--- src/rtl/amsn_pkg.sv ---
// ----------------------------------------------------------------------------
// ADC measurement scaler package
// Shared constants, register codes and the elaboration-time NTC table
// generator.
// ----------------------------------------------------------------------------
package amsn_pkg;

    localparam int SAMPLE_BITS_DEF = 12;
    localparam int PIPE_DEPTH      = 4;
    localparam int CFG_DATA_BITS   = 28;
    localparam int CFG_IDX_BITS    = 3;
    localparam int TEMP_BITS       = 14;

    typedef enum logic [CFG_IDX_BITS-1:0] {
        CFG_VOLT_GAIN = 3'd0,
        CFG_VOLT_OFF  = 3'd1,
        CFG_PGA_GAIN  = 3'd2,
        CFG_PGA_OFF   = 3'd3,
        CFG_DIR_GAIN  = 3'd4,
        CFG_DIR_OFF   = 3'd5
    } t_cfg_idx;

    localparam logic [15:0] PGA_HIGH_LIMIT   = 16'd4000;
    localparam logic [15:0] THERM_LOW_LIMIT  = 16'd10;
    localparam logic [15:0] THERM_HIGH_LIMIT = 16'd4085;

    // unsigned divide by 100: (a * DIV100_MUL) >> DIV100_SHIFT, exact below 2^32
    localparam int          DIV100_MUL_BITS = 31;
    localparam logic [30:0] DIV100_MUL      = 31'd1374389535;
    localparam int          DIV100_SHIFT    = 37;

    localparam logic signed [TEMP_BITS-1:0] TEMP_AT_ZERO  = -14'sd500;
    localparam logic signed [TEMP_BITS-1:0] TEMP_AT_FULL  = 14'sd2000;
    localparam logic signed [TEMP_BITS-1:0] TEMP_SAT_HIGH = 14'sd8191;

    localparam logic [63:0]        LN2_Q30        = 64'd744261118;
    localparam logic signed [63:0] DEN_BASE_Q20   = 64'sd398800 <<< 20;
    localparam logic signed [63:0] T25_X100       = 64'sd29815;
    localparam logic [63:0]        NUM_Q32        = 64'd1189022200 << 32;
    localparam logic signed [63:0] KELVIN_OFF_Q12 = 64'sd11188224;

    function automatic logic [63:0] log2_q28(input logic [63:0] n);
        logic [63:0] m;
        logic [63:0] frac;
        int          msb;
        msb = 0;
        for (int i = 1; i < 63; i++) begin
            if ((n >> i) != 64'd0) begin
                msb = i;
            end
        end
        m    = n << (30 - msb);
        frac = 64'd0;
        for (int k = 0; k < 28; k++) begin
            m    = (m * m) >> 30;
            frac = {frac[62:0], 1'b0};
            if (m >= 64'h8000_0000) begin
                m       = m >> 1;
                frac[0] = 1'b1;
            end
        end
        return (64'(msb) << 28) | frac;
    endfunction

    // restoring long division
    function automatic logic [63:0] udiv64(input logic [63:0] num, input logic [63:0] den);
        logic [63:0] rem;
        logic [63:0] quo;
        rem = 64'd0;
        quo = 64'd0;
        for (int i = 63; i >= 0; i--) begin
            rem = {rem[62:0], num[i]};
            if (rem >= den) begin
                rem    = rem - den;
                quo[i] = 1'b1;
            end
        end
        return quo;
    endfunction

    function automatic logic signed [TEMP_BITS-1:0] ntc_entry(input int sb, input int x);
        logic [63:0]        full;
        logic [63:0]        xv;
        logic [63:0]        prod;
        logic [63:0]        lnmag;
        logic [63:0]        tq;
        logic signed [63:0] d;
        logic signed [63:0] ln20;
        logic signed [63:0] den;
        logic signed [63:0] v;
        logic signed [63:0] r;
        logic               neg;
        full = 64'd1 << sb;
        xv   = 64'(x);
        if (xv == 64'd0) begin
            return TEMP_AT_ZERO;
        end
        if (xv >= full - 64'd1) begin
            return TEMP_AT_FULL;
        end
        d     = $signed(log2_q28(xv)) - $signed(log2_q28(full - xv));
        neg   = d[63];
        prod  = (neg ? $unsigned(-d) : $unsigned(d)) * LN2_Q30;
        lnmag = prod >> 38;
        ln20  = neg ? -$signed(lnmag) : $signed(lnmag);
        den   = DEN_BASE_Q20 + T25_X100 * ln20;
        if (den <= 64'sd0) begin
            return TEMP_SAT_HIGH;
        end
        tq = udiv64(NUM_Q32, $unsigned(den));
        v  = $signed(tq) - KELVIN_OFF_Q12;
        if (v >= 64'sd0) begin
            r = (v + 64'sd2048) >>> 12;
        end else begin
            r = -((-v + 64'sd2048) >>> 12);
        end
        if (r > 64'sd8191) begin
            r = 64'sd8191;
        end
        if (r < -64'sd8192) begin
            r = -64'sd8192;
        end
        return r[TEMP_BITS-1:0];
    endfunction

endpackage

--- src/rtl/amsn_curr.sv ---
// ----------------------------------------------------------------------------
// Current scaling lane
// Sample times signed gain plus signed offset, divided by 100 toward zero.
// ----------------------------------------------------------------------------
module amsn_curr #(
    parameter int SAMPLE_BITS = amsn_pkg::SAMPLE_BITS_DEF
) (
    input  logic                     i_clk,
    input  logic [SAMPLE_BITS-1:0]   i_sample,
    input  logic signed [15:0]       i_gain,
    input  logic signed [27:0]       i_offset,
    output logic signed [15:0]       o_value
);

    localparam int PW = SAMPLE_BITS + 17;
    localparam int MW = (SAMPLE_BITS + 15 > 27) ? SAMPLE_BITS + 16 : 28;
    localparam int SW = MW + 1;
    localparam int QW = MW + amsn_pkg::DIV100_MUL_BITS;
    localparam int QS = amsn_pkg::DIV100_SHIFT;

    logic signed [PW-1:0] w_samp_x;
    logic signed [PW-1:0] w_gain_x;
    logic signed [SW-1:0] w_sum;
    logic [15:0]          w_quot;
    logic signed [PW-1:0] r_prod;
    logic [MW-1:0]        r_mag;
    logic                 r_neg;
    logic                 r_neg_d;
    logic [QW-1:0]        r_qprod;
    logic signed [15:0]   r_value;
    logic signed [15:0]   n_value;

    assign w_samp_x = PW'($signed({1'b0, i_sample}));
    assign w_gain_x = PW'(i_gain);
    assign w_sum    = SW'(r_prod) + SW'(i_offset);
    assign w_quot   = r_qprod[QS+15:QS];

    always_comb begin
        n_value = r_neg_d ? $signed(-w_quot) : $signed(w_quot);
    end

    always_ff @(posedge i_clk) begin
        r_prod  <= w_samp_x * w_gain_x;
        r_neg   <= w_sum[SW-1];
        r_mag   <= w_sum[SW-1] ? MW'(-w_sum) : MW'(w_sum);
        r_neg_d <= r_neg;
        r_qprod <= QW'(r_mag) * QW'(amsn_pkg::DIV100_MUL);
        r_value <= n_value;
    end

    assign o_value = r_value;

endmodule

--- config.mk ---
export PLATFORM = sky130hd
export DESIGN_NAME = amsn_curr
export DESIGN_NICKNAME = d
export VERILOG_FILES = /design/src/rtl/amsn_pkg.sv /design/src/rtl/amsn_curr.sv
export SDC_FILE = /design/constraint.sdc
export NUM_CORES = 1
export LEC_CHECK = 0
export BUFFER_PORTS_ARGS = -buffer_cell sky130_fd_sc_hd__buf_2
export CAP_MARGIN = 15
export CORE_ASPECT_RATIO = 0.7
export CORE_UTILIZATION = 67
export CTS_BUF_LIST = sky130_fd_sc_hd__clkbuf_2 sky130_fd_sc_hd__clkbuf_4 sky130_fd_sc_hd__clkbuf_8
export DETAILED_ROUTE_END_ITERATION = 12
export PLACE_DENSITY = 0.89
export SLEW_MARGIN = 20
export SYNTH_ARGS = -nofsm -noshare
export SYNTH_HDL_FRONTEND = slang
export SYNTH_SLANG_ARGS = --single-unit
--- constraint.sdc ---
create_clock -name i_clk -period 7.69 [get_ports i_clk]
set_clock_uncertainty 0.15 [all_clocks]
set_input_delay 0.769 -clock i_clk [delete_from_list [all_inputs] [get_ports i_clk]]
set_output_delay 0.769 -clock i_clk [all_outputs]
set_load 0.02 [all_outputs]
==> out/metrics.csv <==
metric,value,unit
synth-edff-count,0,
initial_utilization,0.680,
synth_seq_cells,91,
nets,3543,
ys_types,74,
hold_buffers,0,
setup_tns,0,ps
slowest_delay,570,ps
period_share,0.944,
crit_arrival,7440,ps
antenna_found_initial,2,
syn_inst,2592,
num_vias,17722,
port-buffer-count,72,
wl_per_cell,20.0,um
cp_max_fo,7,
grt_max_degree,29,
max_slew_margin,0.531,
synthArstFlopShare,0,
cts-resized-gates,0,
drive_gt1_frac,0.0456,
grt_overflow,0,
grt_pass1_wl,98100,um
crit_top_cell,fa_1,
coreArea,35900,sq um
cts_tree,yes,
syn_avg_cell_area,9.43,sq um
gp_congestion,1.06,
viasPerCell,5.69,
clk_latency,420,ps
synth_fp_nets,3506,
cts_max_level,3,
die_w,230,um
setup_viol,0,
critPathBufInv,7,
worst_slew_pin_slew,703,ps
drc_errors,0,
drt_iter0_markers,1345,
cp-start-kind,register,
worstPathRequired,7870,ps
synth_ff_type,dfxtp_1,
cp_slowest_cell,fa_1,
final_common_cell,inv_1,
period_minus_slack,7260,ps
core.rowCount,58,
syn_area,24400,sq um
die_y,162,um
mostFrequentLayoutCells,"769 x inv_1, 487 x fa_1, 370 x ha_1",
hold_violations,0,
die_area,37200,sq um
synthToLayoutAreaGrowth,4.02,%
clock_path_buffers,2,
synth-warning-count,0,
grt_util_all_layers,0.347,
critical_path_class,register to register,
cts_setup_buffers,0,
numCtsBuffers,9,
cts-root-buf,clkbuf_8,
multiInputGateArea,19500,sq um
cts_sinks,91,
drt_wl_total,62200,um
min_path_type,register to register,
grt_pass1_vias,18458,
ant_nets,0,
cp_cell_sequence,"inv_1, fa_1, fa_1, inv_1, fa_1, fa_1, inv_1, fa_1, inv_1, fa_1, inv_1, fa_1, inv_1, ha_1, nand4_1, or3_1, a21oi_1, nand2_1, a211oi_1, buf_4, o31a_1, o2111ai_1, or3b_2, o211ai_1",
path_clk_slew,100,ps
cp_top_family,adder cells,
status,"complete, no violations",
fill_cells,2689,
maxSlewViolCount,0,
rsz0062_at_grt,false,
io_pins,73,
fmax,138,MHz
cap_violations,0,
ys_seq_area_frac,0.0746,
seqCellArea,1820,sq um
drtPass1Iterations,5,
cp-end-kind,register,
post-dp-hpwl,55600,um
[state kept, by name (all words and copies together), names as in the netlist]
register	count
r_prod	29
r_qprod	16
r_mag	28
r_neg_d	1
r_neg	1
o_value	16
[cell usage after synthesis, types with 39 or more instances]
library cell / number / area share
and2_1: 112 / 0.029
inv_1: 769 / 0.12
a21o_1: 46 / 0.014
fa_1: 487 / 0.40
ha_1: 370 / 0.19
xnor2_1: 73 / 0.026
nor2_1: 39 / 0.0060
clkbuf_1: 42 / 0.0065
a21oi_1: 69 / 0.014
o21ai_0: 47 / 0.0096
dfxtp_1: 91 / 0.075
nand2_1: 146 / 0.022
[logic make-up (layout without fill, tap and decap cells)]
kind of cell               count (synthesis)  after routing  share of synthesized area
and+or+nand+nor                          428            428                     0.0923
adders and majority gates                857            857                      0.589
muxes                                      2              2                   0.000819
xor gates and xnor gates                  99             99                     0.0355
AOI/OAI and AO/OA                        294            294                     0.0813
other                                      0              1                          0
buffers and inverters                    821            863                      0.127
DFF                                       91             91                     0.0746
[area by class of cell]
type / count / share of cell area
clock inverters: 7 / 0.00226
well taps: 480 / 0.0236
flip-flops and latches: 91 / 0.0717
multi-input cells: 1680 / 0.768
inverters: 769 / 0.114
diodes: 1 / 0.0000985
repair buffers: 78 / 0.0160
clock buffers: 9 / 0.00487
[through the flow]
step	setup slack [ps]	util	hold slack (ps)	std cells	area, sq um
final	428	0.707	187	3115	25400
after detailed placement	453	0.702	164	3098	25200
after global routing	68.4	0.707	193	3115	25400
after CTS	433	0.707	188	3114	25400
after floorplan	990	-	160	2592	24400
after global placement	609	0.702	163	3098	25200
[routing by layer]
layer	track usage	vias up	routed length [um]
li1	-	8010	-
met1	0.482	8837	26600
met2	0.531	782	27500
met3	0.115	93	6860
met4	0.0710	0	1210
met5	0	-	0
[worst reg2reg max path, stage by stage, from the launching register on]
cell and delay (ps):
dfxtp_1 520, inv_1 160, fa_1 570, fa_1 570
inv_1 40, fa_1 460, fa_1 510, inv_1 60
fa_1 540, inv_1 60, fa_1 480, inv_1 50
fa_1 470, inv_1 40, ha_1 330, nand4_1 140
or3_1 370, a21oi_1 180, nand2_1 70, a211oi_1 210
buf_4 190, o31a_1 180, o2111ai_1 240, or3b_2 520
o211ai_1 120
[worst paths after layout]
path / start / slack [ps] / cells after the start / end
setup / recovery: r_mag[10] / 430 / 24 / r_qprod[49]
hold / removal: r_neg / 190 / 0 / r_neg_d
setup reg to reg: r_mag[10] / 430 / 24 / r_qprod[49]
hold reg to reg: r_neg / 190 / 0 / r_neg_d
Power is left out: the tool's default activity adds up to more than one toggle a clock period on the data nets, which glitch-free logic cannot reach.
