$ cat src/rtl/amsn_pkg.sv
// ----------------------------------------------------------------------------
// ADC measurement scaler package
// Shared constants, register codes and the elaboration-time NTC table
// generator.
// ----------------------------------------------------------------------------
package amsn_pkg;

    localparam int SAMPLE_BITS_DEF = 12;
    localparam int PIPE_DEPTH      = 4;
    localparam int CFG_DATA_BITS   = 28;
    localparam int CFG_IDX_BITS    = 3;
    localparam int TEMP_BITS       = 14;

    typedef enum logic [CFG_IDX_BITS-1:0] {
        CFG_VOLT_GAIN = 3'd0,
        CFG_VOLT_OFF  = 3'd1,
        CFG_PGA_GAIN  = 3'd2,
        CFG_PGA_OFF   = 3'd3,
        CFG_DIR_GAIN  = 3'd4,
        CFG_DIR_OFF   = 3'd5
    } t_cfg_idx;

    localparam logic [15:0] PGA_HIGH_LIMIT   = 16'd4000;
    localparam logic [15:0] THERM_LOW_LIMIT  = 16'd10;
    localparam logic [15:0] THERM_HIGH_LIMIT = 16'd4085;

    // unsigned divide by 100: (a * DIV100_MUL) >> DIV100_SHIFT, exact below 2^32
    localparam int          DIV100_MUL_BITS = 31;
    localparam logic [30:0] DIV100_MUL      = 31'd1374389535;
    localparam int          DIV100_SHIFT    = 37;

    localparam logic signed [TEMP_BITS-1:0] TEMP_AT_ZERO  = -14'sd500;
    localparam logic signed [TEMP_BITS-1:0] TEMP_AT_FULL  = 14'sd2000;
    localparam logic signed [TEMP_BITS-1:0] TEMP_SAT_HIGH = 14'sd8191;

    localparam logic [63:0]        LN2_Q30        = 64'd744261118;
    localparam logic signed [63:0] DEN_BASE_Q20   = 64'sd398800 <<< 20;
    localparam logic signed [63:0] T25_X100       = 64'sd29815;
    localparam logic [63:0]        NUM_Q32        = 64'd1189022200 << 32;
    localparam logic signed [63:0] KELVIN_OFF_Q12 = 64'sd11188224;

    function automatic logic [63:0] log2_q28(input logic [63:0] n);
        logic [63:0] m;
        logic [63:0] frac;
        int          msb;
        msb = 0;
        for (int i = 1; i < 63; i++) begin
            if ((n >> i) != 64'd0) begin
                msb = i;
            end
        end
        m    = n << (30 - msb);
        frac = 64'd0;
        for (int k = 0; k < 28; k++) begin
            m    = (m * m) >> 30;
            frac = {frac[62:0], 1'b0};
            if (m >= 64'h8000_0000) begin
                m       = m >> 1;
                frac[0] = 1'b1;
            end
        end
        return (64'(msb) << 28) | frac;
    endfunction

    // restoring long division
    function automatic logic [63:0] udiv64(input logic [63:0] num, input logic [63:0] den);
        logic [63:0] rem;
        logic [63:0] quo;
        rem = 64'd0;
        quo = 64'd0;
        for (int i = 63; i >= 0; i--) begin
            rem = {rem[62:0], num[i]};
            if (rem >= den) begin
                rem    = rem - den;
                quo[i] = 1'b1;
            end
        end
        return quo;
    endfunction

    function automatic logic signed [TEMP_BITS-1:0] ntc_entry(input int sb, input int x);
        logic [63:0]        full;
        logic [63:0]        xv;
        logic [63:0]        prod;
        logic [63:0]        lnmag;
        logic [63:0]        tq;
        logic signed [63:0] d;
        logic signed [63:0] ln20;
        logic signed [63:0] den;
        logic signed [63:0] v;
        logic signed [63:0] r;
        logic               neg;
        full = 64'd1 << sb;
        xv   = 64'(x);
        if (xv == 64'd0) begin
            return TEMP_AT_ZERO;
        end
        if (xv >= full - 64'd1) begin
            return TEMP_AT_FULL;
        end
        d     = $signed(log2_q28(xv)) - $signed(log2_q28(full - xv));
        neg   = d[63];
        prod  = (neg ? $unsigned(-d) : $unsigned(d)) * LN2_Q30;
        lnmag = prod >> 38;
        ln20  = neg ? -$signed(lnmag) : $signed(lnmag);
        den   = DEN_BASE_Q20 + T25_X100 * ln20;
        if (den <= 64'sd0) begin
            return TEMP_SAT_HIGH;
        end
        tq = udiv64(NUM_Q32, $unsigned(den));
        v  = $signed(tq) - KELVIN_OFF_Q12;
        if (v >= 64'sd0) begin
            r = (v + 64'sd2048) >>> 12;
        end else begin
            r = -((-v + 64'sd2048) >>> 12);
        end
        if (r > 64'sd8191) begin
            r = 64'sd8191;
        end
        if (r < -64'sd8192) begin
            r = -64'sd8192;
        end
        return r[TEMP_BITS-1:0];
    endfunction

endpackage

$ cat src/rtl/amsn_volt.sv
// ----------------------------------------------------------------------------
// Voltage scaling lane
// Sample times gain, divided by 100, plus the offset when it is not negative.
// ----------------------------------------------------------------------------
module amsn_volt #(
    parameter int SAMPLE_BITS = amsn_pkg::SAMPLE_BITS_DEF
) (
    input  logic                   i_clk,
    input  logic [SAMPLE_BITS-1:0] i_sample,
    input  logic [15:0]            i_gain,
    input  logic [15:0]            i_offset,
    output logic [15:0]            o_value
);

    localparam int PW = SAMPLE_BITS + 16;
    localparam int QW = PW + amsn_pkg::DIV100_MUL_BITS;
    localparam int QS = amsn_pkg::DIV100_SHIFT;

    logic [PW-1:0] r_prod;
    logic [PW-1:0] r_prod_d;
    logic [QW-1:0] r_qprod;
    logic [15:0]   r_value;
    logic [15:0]   n_value;

    always_comb begin
        n_value = r_qprod[QS+15:QS] + (i_offset[15] ? 16'd0 : i_offset);
    end

    always_ff @(posedge i_clk) begin
        r_prod   <= PW'(i_sample) * PW'(i_gain);
        r_prod_d <= r_prod;
        r_qprod  <= QW'(r_prod_d) * QW'(amsn_pkg::DIV100_MUL);
        r_value  <= n_value;
    end

    assign o_value = r_value;

endmodule

$ cat config.mk
export PLATFORM = sky130hd
export DESIGN_NAME = amsn_volt
export DESIGN_NICKNAME = d
export VERILOG_FILES = /design/src/rtl/amsn_pkg.sv /design/src/rtl/amsn_volt.sv
export SDC_FILE = /design/constraint.sdc
export NUM_CORES = 1
export LEC_CHECK = 0
export BUFFER_PORTS_ARGS = -buffer_cell sky130_fd_sc_hd__buf_2
export CELL_PAD_IN_SITES_DETAIL_PLACEMENT = 2
export CELL_PAD_IN_SITES_GLOBAL_PLACEMENT = 2
export CORE_MARGIN = 5
export CORE_UTILIZATION = 39
export DETAILED_ROUTE_END_ITERATION = 12
export PLACE_DENSITY = 0.8
export SLEW_MARGIN = 15
export SYNTH_ARGS = -nofsm -noshare
export SYNTH_HDL_FRONTEND = slang
export SYNTH_SLANG_ARGS = --single-unit
$ cat constraint.sdc
create_clock -name i_clk -period 6.32 [get_ports i_clk]
set_input_delay 0.316 -clock i_clk [delete_from_list [all_inputs] [get_ports i_clk]]
set_output_delay 0.316 -clock i_clk [all_outputs]
set_load 0.01 [all_outputs]
==> metrics.txt, run 1 <==
outcome finished, violations left; violated checks negative setup slack; Die W 244 um; DRT antenna net count 0; met2 WL post-DR approximately 40000 um; Synth Flop Type dfxtp_1; final setup TNS -0.948 ns; DR iter-0 viols 693; Area contributors post-synth fa_1, ha_1, inv_1, dfxtp_1, nand2_1; vias 15600; R2R cell count 27; Syn Nets ~3100; crit path capture type flip-flop; NumNets Final 3191; vias per cell 5.14; Post-synth EDFFs 0; Fin. Hold Viols 0; Post-synth ARST share 0; H-tree depth 3; cell taking the most area after synthesis fa_1; RSZ-0062 raised after global routing true; FF+latch count, synth 88; Worst-Skew Late Latency approximately 0.4 ns; starting density of the core 0.396; layout cells sized above 1 0.106; GRT Overall Usage 0.248; M1 WL 29300 um; most common library cells after synthesis inv_1, fa_1, ha_1; Congestion Overflow GR 0; Fillers 5775; post-DP HPWL 64100 um; largest net degree at the start of global routing 18; Max Clk Rate 154 MHz; Max Clock Skew about 0.016 ns; synth-to-layout area growth 10.8%; max_cap viols 0; top layer reached by signal wires met5; clk buf depth 2; hold buffers post-CTS 0; I/O pin cnt 61; Min-Delay Path Class primary input to flip-flop; Worst-path clk slew 0.08 ns; Avg WL per Cell 24.7 um; Core Box Area between 0.05 and 0.06 mm2; vias in the first global route around 19000; Remaining DRCs 0; initial antenna violation count 1; CTS sink cnt 88; worst-margin pin slew 0.633 ns; global-route wire length before repair 113000 um; Met3 Wirelength 2630 um; Hold Path Cell Cnt 3; post-synthesis cell count 2232; ANT cells 0; synthesized cell area 0.0214 mm2; Critical Path Source Type flip-flop; top cell type's share of synthesized area 0.420; port buffer count 60; setup ws final -0.173 ns; TritonRoute pass-1 iters 5; Final Cycle Share 1.03; Netlist cell types 61; TritonCTS clock tree built; area of the multi-input gates 0.0172 mm2; Reg area 0.00178 mm2; detailed-route wire length 75200 um; setup violators final 13; Crit path arrival time 6.77 ns; Die Ht 244 um; Avg Cell Area, Syn 9.58 um2; required time worst endpoint roughly 6.6 ns; CTS Buf Count 9; DIE AREA 0.0596 mm2; worst-path fanout max 3; most numerous cell in the Yosys netlist inv_1; RD Place Congestion 0.957; Period minus WS final approximately 6.5 ns; Syn. warnings 0; row cnt 85; Max-slew headroom 0.575; Root Buffer clkbuf_16; Max Slew Vio Count 0; Seq/Total Area, Yosys 0.0824; critical path type flip-flop to flip-flop
## routing by layer
metal,up-vias,global-route usage
met3,127,0.0323
met5,-,0
li1,6866,-
met1,8334,0.287
met2,320,0.469
met4,2,0.0855
## area by class of cell
type                            instances  area share
Inverter                              709       0.112
Multi-Input combinational cell       1402       0.726
Sequential cell                        88      0.0751
Clock inverter                          7     0.00359
Tap cell                              696      0.0367
Timing Repair Buffer                  133      0.0371
Clock buffer                            9     0.00950
## placed cells by master, fill, tap and decap left out, types with 9 or more instances in the layout
master     instances
inv_1            693
fa_1             436
ha_1             339
nand2_1          167
dfxtp_1           76
buf_4             65
buf_2             60
and2_1            58
a21oi_1           58
nor2_1            36
xnor2_1           35
a21o_1            27
nor2b_1           22
o21ai_0           20
nor3_1            18
inv_2             16
nand3_1           14
fa_2              13
o21a_1            12
ha_4              12
xor2_1            11
dfxtp_2           11
nand2b_1          10
nand4_1           10
clkbuf_16          9
## path summary, 6_finish.rpt
kind                      from           end  slack, ns
setup / recovery  r_prod_d[25]   r_qprod[47]      -0.17
hold / removal     i_offset[0]    o_value[0]       0.31
setup reg to reg  r_prod_d[25]   r_qprod[47]      -0.17
hold reg to reg     r_prod[12]  r_prod_d[12]       0.33
## sequential cells by signal, summed over array words and instances (netlist names)
name / cells
o_value: 16
r_qprod: 16
r_prod_d: 28
r_prod: 28
## stage by stage
stage	hold WS (ns)	area, um2	worst slack [ns]	util	instances
2_1_floorplan	0.310	21400	0.150	-	2232
3_3_place_gp	0.310	22900	-0.00522	0.423	3011
3_5_place_dp	0.314	22900	-0.349	0.423	3011
4_1_cts	0.299	23400	-0.0516	0.433	3032
5_1_grt	0.332	23700	-0.304	0.439	3044
6_report	0.309	23700	-0.173	0.439	3044
## cell families after synthesis
family,Yosys count,share of synthesized area
xor gates and xnor gates,47,0.0192
adders and majority gates,803,0.627
buffers and inverters,742,0.130
and+or+nand+nor,367,0.0832
AOI/OAI and AO/OA,184,0.0572
muxes,1,0.000468
DFF,88,0.0824
## timing repair
item                                    4_1_cts  5_1_grt
hold endpoints to repair                      0        0
pin swaps                                    33       43
setup buffers                                 5       12
resized for setup                            40       60
endpoints found under the setup margin       13       13
## critical path, stage by stage, from the launching register on
cell	delay, ns
dfxtp_2	0.34
inv_2	0.04
fa_2	0.61
inv_2	0.05
fa_1	0.49
inv_1	0.05
fa_1	0.52
inv_1	0.07
fa_1	0.49
inv_1	0.05
fa_1	0.51
inv_2	0.05
fa_1	0.47
inv_1	0.05
fa_1	0.55
inv_2	0.06
ha_4	0.23
a21o_1	0.19
a21o_1	0.18
a311oi_2	0.25
a21oi_1	0.12
nor2_1	0.20
nand3_2	0.15
buf_4	0.18
buf_6	0.11
a21oi_4	0.14
o21ai_2	0.09
xor2_1	0.15
Power of run 1 is not shown: default switching activity piles up to over one toggle a cycle in this logic, so the estimate is an artifact.
==> run 2, diff against run 1 <==
--- a/config.mk
+++ b/config.mk
@@ -11,7 +11,7 @@
 export CORE_MARGIN = 5
 export CORE_UTILIZATION = 39
 export DETAILED_ROUTE_END_ITERATION = 12
-export PLACE_DENSITY = 0.8
+export PLACE_DENSITY_LB_ADDON = 0.1
 export SLEW_MARGIN = 15
 export SYNTH_ARGS = -nofsm -noshare
 export SYNTH_HDL_FRONTEND = slang
==> run 2 against run 1 <==
The run still ends with negative setup slack left. Sequential share of layout area is 0.069 points lower. Worst setup slack improved by 0.12 ns. Routed wire length down 14%. Largest cell class unchanged.
==> metrics.txt, run 2 (synthesis gave the netlist of run 1 again) <==
outcome finished, violations left; violated checks negative setup slack; Max Slew Vio Count 0; starting density of the core 0.396; top flop regs r_prod x28, r_prod_d x28; vias in the first global route 18200; most frequent cells in the layout inv_1, fa_1, ha_1; largest net degree at the start of global routing 17; vias per cell between 4 and 5; DIE AREA 0.0596 mm2; row cnt 85; RSZ-0062 raised after global routing true; H-tree depth 3; worst-path fanout max 4; Worst-path clk slew 0.07 ns; most common cell after layout, fill and taps aside inv_1; I/O pin cnt 61; critical path type flip-flop to flip-flop; Remaining DRCs 0; RD Place Congestion 0.938; port buffer count 60; Fin. Hold Viols 0; crit path capture type flip-flop; setup ws final -0.0485 ns; worst-margin pin slew 0.781 ns; crit path max-delay cell type fa_2; DRT antenna net count 0; Core Box Area between 0.05 and 0.06 mm2; hold buffers post-CTS 0; Root Buffer clkbuf_16; Die W 244 um; Buf/Inv on CP 8; synth-to-layout area growth 11.2%; max_cap viols 0; TritonRoute pass-1 iters 4; DR iter-0 viols 398; initial antenna violation count 0; Congestion Overflow GR 0; Max Clock Skew roughly 0.016 ns; ANT cells 0; Worst-Skew Late Latency 0.39 ns; Max Clk Rate around 160 MHz; clk buf depth 2; global-route wire length before repair 103000 um; layout cells sized above 1 0.107; Final Cycle Share 1.01; NumNets Final 3223; detailed-route wire length between 60000 and 70000 um; CTS sink cnt 88; max incr delay on CP 0.61 ns; post-DP HPWL ~59000 um; hold slack 0.277 ns; Max-slew headroom 0.475; Min-Delay Path Class primary input to flip-flop; Period minus WS final 6.37 ns; Avg WL per Cell 21.1 um; Crit path arrival time 6.68 ns; Fillers slightly below 6000; TritonCTS clock tree built; vias 15000; required time worst endpoint between 6 and 7 ns; setup violators final 2; CP top delay family adder cells; GRT Overall Usage 0.224; Die Ht 244 um; CTS Buf Count 9; Critical Path Source Type flip-flop
[run 2: changes by cell type in the layout (fill, tap and decap cells not counted), moves of 7 or more]
cell	before	now
buf_4	65	105
ha_1	339	348
buf_6	8	0
inv_1	693	700
inv_2	16	9
[run 2: final cells by class]
type | count | area [um2] | area share
multi-input combinational | 1402 | 17100 | 0.719
tap | 696 | 871 | 0.0366
clock buffer | 12 | 256 | 0.0108
clock inverter | 4 | 35.0 | 0.00147
inverter | 709 | 2660 | 0.112
sequential | 88 | 1770 | 0.0744
timing repair buffer | 165 | 1090 | 0.0458
[run 2: per-layer routing]
metal  global-route usage  wire length, um  vias up  share of wire
li1                     -                -     6935              -
met1                0.275            27800     7836           0.43
met2                0.422            34300      135           0.53
met3               0.0245             1480       46          0.023
met4               0.0521             1330        0          0.020
met5                    0                0        -              0
[run 2: worst paths after layout]
path           startpoint          end  slack (ns)  cells after the start
min           i_offset[0]   o_value[0]        0.28                      3
max          r_prod_d[27]  r_qprod[45]       -0.05                     25
min reg2reg     r_prod[8]  r_prod_d[8]        0.33                      0
max reg2reg  r_prod_d[27]  r_qprod[45]       -0.05                     25
[run 2: worst min-delay path: stages]
cell and delay (ns):
buf_2 0.07, nor2b_1 0.12, ha_1 0.12
[run 2: per-stage QoR]
stage               worst slack (ns)  instances  TNS, ns  instance area, um2   util
finish                       -0.0485       3076  -0.0615               23800  0.440
global placement              -0.245       3047   -0.706               23100  0.428
global route                  -0.223       3076    -1.93               23800  0.440
detailed placement            -0.384       3047    -2.79               23100  0.428
floorplan                      0.150       2232        0               21400      -
CTS                          -0.0441       3072  -0.0652               23600  0.437
[run 2: repair_timing]
action	CTS	global route
buffers inserted	9	5
endpoints found under the setup margin	14	14
resized for setup	33	31
pin swaps	22	24
Power of run 2 is left out for the same reason.
